[src/sv/fiv_pkg.sv]
// Package: constants and types for the firmware image validator.
package fiv_pkg;

    localparam int MAX_SECTIONS = 16;
    localparam int IDX_W        = $clog2(MAX_SECTIONS);
    localparam int CNT_W        = IDX_W + 1;
    localparam logic [31:0] HEADER_BYTES = 32'd32;
    localparam logic [31:0] ENTRY_BYTES  = 32'd12;

    localparam logic [31:0] TARGET_CODE_REQ = 32'h0000_5043;
    localparam logic [31:0] CRC_POLY        = 32'hedb8_8320;
    localparam logic [32:0] WIN_LOW         = 33'h0_6000;
    localparam logic [32:0] WIN_HIGH        = 33'h1_5ff8;
    localparam logic [32:0] SIG_LOW         = 33'h0_ff80;
    localparam logic [32:0] SIG_END         = 33'h0_ff90;

    localparam logic [1:0] CMD_HEADER = 2'd0;
    localparam logic [1:0] CMD_ENTRY  = 2'd1;
    localparam logic [1:0] CMD_DATA   = 2'd2;

    localparam logic [1:0] CFG_STAGED_SIZE = 2'd0;
    localparam logic [1:0] CFG_MAGIC       = 2'd1;
    localparam logic [1:0] CFG_VERSION     = 2'd2;

    localparam logic [2:0] ST_BUSY  = 3'd0;
    localparam logic [2:0] ST_VALID = 3'd1;
    localparam logic [2:0] ST_ARG   = 3'd2;
    localparam logic [2:0] ST_SIZE  = 3'd3;
    localparam logic [2:0] ST_CRC   = 3'd4;

    typedef enum logic [2:0] {
        S_IDLE,
        S_WALK,
        S_WALK_CHK,
        S_OUT
    } fsm_t;

    typedef enum logic [1:0] {
        PH_HEADER,
        PH_TABLE,
        PH_DATA,
        PH_DONE
    } phase_t;

    // One byte of reflected CRC-32.
    function automatic logic [31:0] crc_byte(input logic [31:0] c, input logic [7:0] b);
        logic [31:0] r;
        r = c ^ {24'd0, b};
        for (int k = 0; k < 8; k++)
        begin
            r = (r >> 1) ^ (r[0] ? CRC_POLY : 32'd0);
        end
        return r;
    endfunction

endpackage

[src/sv/firmware_image_validator.sv]
// Firmware image validator: header, section table and payload CRC checks.
// A header or data result is offered in the cycle after its transfer; a section entry that
// passes the pre-checks first waits for a table walk over the earlier entries (S_WALK, S_WALK_CHK).
// The input waits while a result is pending, so a new item is not taken before the last
// result has been accepted; result stalls hold the input further.
// Reset (rst_n, async, active low) returns to expecting a header, verdict
// in progress; the section table memory is not cleared.
module firmware_image_validator
    import fiv_pkg::*;
(
    input  logic         clk,
    input  logic         rst_n,
    input  logic         s_axis_tvalid,
    output logic         s_axis_tready,
    // tdata: magic, format version, header length, total length, target code,
    // sec count, image crc, sec addr, sec len, sec crc, data byte (lowest first)
    input  logic [279:0] s_axis_tdata,
    input  logic [1:0]   s_axis_tuser,   // cmd
    output logic         m_axis_tvalid,
    input  logic         m_axis_tready,
    output logic [7:0]   m_axis_tdata,   // status [2:0], done_res [3]
    input  logic         cfg_valid,
    output logic         cfg_ready,
    input  logic [1:0]   cfg_index,
    input  logic [31:0]  cfg_data
);

    // Input field unpacking
    logic [31:0] in_magic, in_total, in_target, in_icrc, in_addr, in_len, in_scrc;
    logic [15:0] in_ver, in_hlen, in_count;
    logic [7:0]  in_byte;
    assign in_magic  = s_axis_tdata[31:0];
    assign in_ver    = s_axis_tdata[47:32];
    assign in_hlen   = s_axis_tdata[63:48];
    assign in_total  = s_axis_tdata[95:64];
    assign in_target = s_axis_tdata[127:96];
    assign in_count  = s_axis_tdata[143:128];
    assign in_icrc   = s_axis_tdata[175:144];
    assign in_addr   = s_axis_tdata[207:176];
    assign in_len    = s_axis_tdata[239:208];
    assign in_scrc   = s_axis_tdata[271:240];
    assign in_byte   = s_axis_tdata[279:272];

    // Configuration registers
    logic [31:0] staged_size_reg, magic_reg;
    logic [15:0] version_reg;
    assign cfg_ready = 1'b1;
    always_ff @(posedge clk or negedge rst_n)
    begin
        if (!rst_n)
        begin
            staged_size_reg <= '0;
            magic_reg       <= '0;
            version_reg     <= '0;
        end
        else if (cfg_valid)
        begin
            case (cfg_index)
                CFG_STAGED_SIZE: staged_size_reg <= cfg_data;
                CFG_MAGIC:       magic_reg       <= cfg_data;
                CFG_VERSION:     version_reg     <= cfg_data[15:0];
                default:         ;
            endcase
        end
    end

    // Section table memory: {crc, length, start}, one read and one write port
    logic [65:0] tbl_mem [MAX_SECTIONS];
    logic [65:0] tbl_rd;
    logic [IDX_W-1:0] rd_addr;
    logic        wr_en;
    logic [IDX_W-1:0] wr_addr;
    logic [65:0] wr_data;
    always_ff @(posedge clk)
    begin
        if (wr_en)
            tbl_mem[wr_addr] <= wr_data;
        tbl_rd <= tbl_mem[rd_addr];
    end

    // State
    fsm_t        state_reg, state_next;
    phase_t      phase_reg;
    logic [2:0]  verdict_reg;
    logic [CNT_W-1:0] declared_reg, seen_reg, walk_reg;
    logic [31:0] offset_reg, sec_crc_reg, pay_crc_reg, exp_crc_reg;
    logic [16:0] pos_reg;
    logic [31:0] e_addr_reg, e_len_reg, e_crc_reg;
    logic        data_pend_reg;

    logic s_fire;
    assign s_fire = s_axis_tvalid && s_axis_tready;
    assign s_axis_tready = (state_reg == S_IDLE) && !m_axis_tvalid;

    // Data byte taken this cycle
    logic data_take;
    assign data_take = s_fire && verdict_reg == ST_BUSY && phase_reg == PH_DATA &&
                       s_axis_tuser == CMD_DATA;

    // Next state
    logic entry_start, walk_hit;
    always_comb
    begin
        state_next = state_reg;
        case (state_reg)
            S_IDLE:     if (entry_start) state_next = S_WALK;
                        else if (s_fire) state_next = S_OUT;
            S_WALK:     state_next = (walk_reg == seen_reg) ? S_OUT : S_WALK_CHK;
            S_WALK_CHK: state_next = walk_hit ? S_OUT : S_WALK;
            S_OUT:      if (m_axis_tready) state_next = S_IDLE;
            default:    state_next = S_IDLE;
        endcase
    end

    // Entry pre-checks computed at acceptance
    logic [32:0] e_end;
    logic win_ok, entry_bad;
    assign e_end = {1'b0, in_addr} + {1'b0, in_len};
    always_comb
    begin
        win_ok = !(in_len == 32'd0 || in_addr[0] || in_len[0] || e_end[32]);
        if ({1'b0, in_addr} < SIG_END && e_end > SIG_LOW)
            win_ok = 1'b0;
        if ({1'b0, in_addr} < WIN_LOW || e_end > WIN_HIGH)
            win_ok = 1'b0;
        entry_bad = (seen_reg >= CNT_W'(MAX_SECTIONS)) || !win_ok ||
                    ({1'b0, offset_reg} + {1'b0, in_len} > {1'b0, staged_size_reg});
    end
    assign entry_start = s_fire && verdict_reg == ST_BUSY && phase_reg == PH_TABLE &&
                         s_axis_tuser == CMD_ENTRY && !entry_bad;

    // Overlap test against the entry read from memory
    logic [31:0] a0, a1;
    assign a0 = tbl_rd[16:0] == 17'd0 ? 32'd0 : {15'd0, tbl_rd[16:0]};
    assign a1 = a0 + {15'd0, tbl_rd[33:17]};
    assign walk_hit = (e_addr_reg < a1) && (a0 < e_addr_reg + e_len_reg);

    // Memory address: seen_reg while idle (current section in the data phase), else walk index
    always_comb
    begin
        rd_addr = walk_reg[IDX_W-1:0];
        if (state_reg == S_IDLE)
            rd_addr = seen_reg[IDX_W-1:0];
        wr_en   = (state_reg == S_WALK) && (walk_reg == seen_reg);
        wr_addr = seen_reg[IDX_W-1:0];
        wr_data = {e_crc_reg, e_len_reg[16:0], e_addr_reg[16:0]};
    end

    // Datapath
    logic [31:0] need;
    logic [31:0] c_sec, c_pay;
    logic [16:0] pos_inc;
    assign need    = HEADER_BYTES + ENTRY_BYTES * {16'd0, in_count};
    assign c_sec   = crc_byte(sec_crc_reg, in_byte);
    assign c_pay   = crc_byte(pay_crc_reg, in_byte);
    assign pos_inc = pos_reg + 17'd1;

    always_ff @(posedge clk or negedge rst_n)
    begin
        if (!rst_n)
        begin
            state_reg     <= S_IDLE;
            phase_reg     <= PH_HEADER;
            verdict_reg   <= ST_BUSY;
            declared_reg  <= '0;
            seen_reg      <= '0;
            walk_reg      <= '0;
            offset_reg    <= '0;
            pos_reg       <= '0;
            sec_crc_reg   <= '1;
            pay_crc_reg   <= '1;
            exp_crc_reg   <= '0;
            data_pend_reg <= 1'b0;
            e_addr_reg    <= '0;
            e_len_reg     <= '0;
            e_crc_reg     <= '0;
        end
        else
        begin
            state_reg     <= state_next;
            data_pend_reg <= data_take;
            case (state_reg)
                S_IDLE:
                begin
                    if (s_fire && verdict_reg == ST_BUSY)
                    begin
                        if (phase_reg == PH_HEADER && s_axis_tuser == CMD_HEADER)
                        begin
                            if (staged_size_reg < HEADER_BYTES || in_magic != magic_reg ||
                                in_ver != version_reg || {16'd0, in_hlen} != HEADER_BYTES ||
                                in_total != staged_size_reg || in_target != TARGET_CODE_REQ ||
                                in_count == 16'd0 || in_count > 16'(MAX_SECTIONS))
                                verdict_reg <= ST_ARG;
                            else if (need > staged_size_reg)
                                verdict_reg <= ST_SIZE;
                            else
                            begin
                                declared_reg <= CNT_W'(in_count);
                                seen_reg     <= '0;
                                offset_reg   <= need;
                                exp_crc_reg  <= in_icrc;
                                phase_reg    <= PH_TABLE;
                            end
                        end
                        else if (phase_reg == PH_TABLE && s_axis_tuser == CMD_ENTRY)
                        begin
                            if (entry_bad)
                                verdict_reg <= ST_ARG;
                            else
                            begin
                                e_addr_reg <= in_addr;
                                e_len_reg  <= in_len;
                                e_crc_reg  <= in_scrc;
                                walk_reg   <= '0;
                            end
                        end
                        else if (phase_reg == PH_DATA && s_axis_tuser == CMD_DATA)
                        begin
                            // table row of current section is in tbl_rd next cycle
                            sec_crc_reg <= c_sec;
                            pay_crc_reg <= c_pay;
                            pos_reg     <= pos_inc;
                        end
                        else
                            verdict_reg <= ST_ARG;
                    end
                end
                S_WALK:
                begin
                    if (walk_reg == seen_reg)
                    begin
                        offset_reg <= offset_reg + e_len_reg;
                        if (seen_reg + CNT_W'(1) != declared_reg)
                            seen_reg <= seen_reg + CNT_W'(1);
                        else if (offset_reg + e_len_reg != staged_size_reg)
                        begin
                            seen_reg    <= seen_reg + CNT_W'(1);
                            verdict_reg <= ST_SIZE;
                        end
                        else
                        begin
                            seen_reg    <= '0;
                            pos_reg     <= '0;
                            sec_crc_reg <= '1;
                            pay_crc_reg <= '1;
                            phase_reg   <= PH_DATA;
                        end
                    end
                end
                S_WALK_CHK:
                begin
                    if (walk_hit)
                        verdict_reg <= ST_ARG;
                    walk_reg <= walk_reg + CNT_W'(1);
                end
                S_OUT:
                begin
                    if (data_pend_reg && pos_reg == tbl_rd[33:17])
                    begin
                        if (~sec_crc_reg != tbl_rd[65:34])
                            verdict_reg <= ST_CRC;
                        else
                        begin
                            seen_reg    <= seen_reg + CNT_W'(1);
                            pos_reg     <= '0;
                            sec_crc_reg <= '1;
                            if (seen_reg + CNT_W'(1) == declared_reg)
                            begin
                                phase_reg   <= PH_DONE;
                                verdict_reg <= (~pay_crc_reg == exp_crc_reg) ? ST_VALID : ST_CRC;
                            end
                        end
                    end
                end
                default: ;
            endcase
        end
    end

    // Result in S_OUT includes the data-phase update, computed combinationally before it is registered
    logic [2:0] status_now;
    always_comb
    begin
        status_now = verdict_reg;
        if (data_pend_reg && verdict_reg == ST_BUSY && pos_reg == tbl_rd[33:17])
        begin
            if (~sec_crc_reg != tbl_rd[65:34])
                status_now = ST_CRC;
            else if (seen_reg + CNT_W'(1) == declared_reg)
                status_now = (~pay_crc_reg == exp_crc_reg) ? ST_VALID : ST_CRC;
        end
    end
    assign m_axis_tvalid = (state_reg == S_OUT);
    assign m_axis_tdata  = {4'd0, status_now != ST_BUSY, status_now};

endmodule

[config.mk]
export PLATFORM = sky130hd
export DESIGN_NAME = firmware_image_validator
export DESIGN_NICKNAME = d
export VERILOG_FILES = /design/src/sv/fiv_pkg.sv /design/src/sv/firmware_image_validator.sv
export SDC_FILE = /design/constraint.sdc
export NUM_CORES = 2
export LEC_CHECK = 0
export BUFFER_PORTS_ARGS = -buffer_cell sky130_fd_sc_hd__buf_2
export CAP_MARGIN = 0
export CELL_PAD_IN_SITES_DETAIL_PLACEMENT = 2
export CELL_PAD_IN_SITES_GLOBAL_PLACEMENT = 2
export CORE_ASPECT_RATIO = 1.1
export CORE_MARGIN = 5
export CORE_UTILIZATION = 45
export CTS_CLUSTER_SIZE = 8
export DETAILED_ROUTE_END_ITERATION = 10
export GPL_TIMING_DRIVEN = 1
export MAX_ROUTING_LAYER = met4
export PLACE_DENSITY_LB_ADDON = 0.12
export SYNTH_ARGS = -nofsm -noshare
export SYNTH_HDL_FRONTEND = slang
export SYNTH_SLANG_ARGS = --single-unit
[constraint.sdc]
create_clock -name clk -period 14.5 [get_ports clk]
set_input_delay 2.175 -clock clk [delete_from_list [all_inputs] [get_ports clk]]
set_output_delay 2.175 -clock clk [all_outputs]
set_load 0.01 [all_outputs]
==> summary.txt <==
STA
  – Period utilisation layout: 66.6%
  – Max-slew violation count: 0
  – Least-Margin Pin Slew: 1060 ps
  – Skew final: 50.4 ps
  – Setup TNS Final: 0 ps
  – Setup-failing EPs final: 0
  – Max_slew headroom: 28.7%
  – Post-layout minimum cycle time: 9660 ps
  – Unrepaired setup endpoints after global routing: no
  – Final hold vios: 0
  – Max frequency: 104 MHz

Power and ir drop
  – Clock Power Share: 31.4%
  – Switching pwr: 5230 uW
  – Switch share: 36.4%
  – Logic gate share of total power: 32.6%
  – Reg power frac: a little over a third
  – Power density over cell area: 179 mW/mm2
  – Maximum VDD drop: 0.201 mV
  – Internal power: a little over 9000 uW
  – Leakage: 0.0298 uW
  – Final Power: 14400 uW

Clock tree
  – CTS tree: done
  – Post_cts resized: 0
  – H-tree Lvls: 4
  – CTS buffer count: 201
  – # Post-CTS Setup Buffers: 0
  – CTS clk-pin slew, worst paths: approximately 50 ps
  – Clock Path Buffers: 3
  – # hold bufs at CTS: 0
  – Clock Sink Count: between 1000 and 1500
  – CTS root buf: clkbuf_16
  – Worst-Skew Late Latency: 850 ps

Yosys
  – Post-synth cell types: 97
  – Main synth FF type: edfxtp_1
  – Post-synth top cells: edfxtp_1 (1056), nand2_1 (359), dfrtp_1 (280), mux4_2 (264)
  – Top cell type's share of synthesized area: 45.0%
  – Mean Syn Cell Area: 14.0 um2
  – Synthesized area: 0.0705 mm2
  – Cells after Synth: 5039
  – EDFF count, synth: 1056
  – Ys Warns: 0
  – Register bit total from synthesis: 1466
  – Area contributors post-synth: edfxtp_1 (45%), dfrtp_1 (9.9%), mux4_2 (8.4%)
  – Most frequent cell after synthesis: edfxtp_1
  – Largest area contributor in the netlist: edfxtp_1
  – Post-synth ARST share: 23.5%
  – Post-synthesis sequential area ratio: 59.2%

GRT
  – Largest net degree at the start of global routing: 120
  – Via count of the first global-routing pass: 52816
  – Global-route wire length before repair: 383000 um
  – Grt ovf: 0
  – Initial antenna violation count: 11
  – GRT Total Usage: 32.7%

Cells and area
  – Number of flip-flops in the largest register: 1056
  – Layout Utilization: 51.5%
  – Largest Register: tbl_mem
  – Biggest regs: tbl_mem (1056), tbl_rd (66)
  – Nets: 5997
  – Post-Layout Cell Count: 7649
  – Area of the multi-input gates: 0.0275 mm2
  – Area grow syn2layout: 13.9%
  – FF+latch area: around 0.042 mm2
  – Layout cells sized above 1: 21.1%
  – Fillers: 14662

Placed design
  – GPL Wtd Cong: 0.922
  – Final HPWL DP: 172000 um
  – Placed insts: about 7300
  – Input/output buffers: 326

Job
  – Max_cap viols: 0

Floorplanning
  – Initial Util: between 40% and 50%
  – Die width: approximately 390 um
  – Die H: around 430 um
  – Std-Cell Rows: 152
  – Core Region: 0.156 mm2
  – Die area: 0.165 mm2
  – Boundary pin count: roughly 330

Worst setup path
  – CP arrival: 10370 ps
  – Largest stage delay on the critical path: 770 ps
  – CP endpoint kind: flip-flop
  – Worst EP required: 15220 ps
  – Slowest-stage cell, CP: a2111oi_0
  – Most used cell along the critical path: a21o_1
  – CP Class: in2reg
  – Max FO, Critical Path: 38
  – Critical path launch point type: input pin

Route
  – DRT iter0 DRCs: 4141
  – Drt wl/cell: 34.8 um
  – Routed Antenna Nets: 0
  – Drt drc: 0
  – Via count: 48072
  – DR pass1 iterations: 6
  – Final wirelength: 266000 um
  – Via density: 6.28

Worst hold path
  – Worst Hold Class: reg2reg

Status
  – Outcome: finished, final reports clean
## area by class of cell
cell class,count,area share [%]
sequential,1466,51.9
multi-input combinational,3226,34.2
clock buffer,349,7.05
tap,2079,3.24
timing repair buffer,396,2.75
inverter,117,0.547
clock inverter,11,0.227
antenna,5,0.0156
## critical path, delay by kind of cell
family	cells	cell delay, ps
buf+inv	2	840
xor+xnor	1	90
compound gates	17	5040
fa+ha+maj	2	620
simple gates	7	1540
## layer usage
metal	GRT usage (%)	share of wire, %
met5	-	0
met3	4.71	5.2
met1	40.2	40
met2	55.7	51
met4	11.8	3.9
## layout by cell type (no fill, tap or decap), types with 94 or more instances in the layout
cell type  synthesis  layout
a31oi_1          128     128
inv_1            116     116
o21ai_0          191     191
nand2_1          359     359
a211oi_1          94      94
xor2_1           210     210
buf_2             12     325
edfxtp_1        1056    1056
clkbuf_16          0     204
nor2_1           195     194
mux2_2           179     178
xnor2_1          262     262
clkbuf_1         164     144
dfrtp_1          280     280
ha_1             262     261
mux4_2           264     264
a21oi_1          177     177
## per-stage QoR
step	setup WS (ps)	hold slack, ps	area [um2]
after global placement	4370	491	74500
final	4840	512	80300
after floorplan	6350	464	70500
after global routing	4460	532	80300
after detailed placement	4090	504	74500
after CTS	4910	518	80300
## final timing paths
kind	start	end	slack, ps	cells past startpoint
max in group asynchronous	rst_n	declared_reg[3]	11030	3
min in group asynchronous	rst_n	e_crc_reg[23]	1330	1
worst min register to register	declared_reg[0]	declared_reg[0]	510	2
worst max register to register	offset_reg[1]	walk_reg[0]	5720	28
worst min-delay path	declared_reg[0]	declared_reg[0]	510	2
worst max-delay path	s_axis_tdata[209]	walk_reg[0]	4840	29
## power groups by stage
stage	clock [uW]	sequential, uW	combinational (uW)
finish	4520	5170	4690
global route	4790	5160	4970
CTS	4580	5150	4690
detailed placement	0	5220	4550
global placement	0	5210	4330
floorplan	0	4970	3180
## kinds of logic (layout without fill, tap and decap cells)
kind of cell               after synthesis  after routing  share of synthesized area, %
AOI/OAI and AO/OA                      913            913                          8.53
xor gates and xnor gates               478            478                          6.06
adders and majority gates              269            269                          4.83
buffers and inverters                  350            873                          2.02
DFF                                   1466           1466                          59.2
muxes                                  471            471                          11.7
other                                    2             10                        0.0107
and+or+nand+nor                       1090           1090                          7.68
Note: power is estimated with default switching activity, not from simulation.
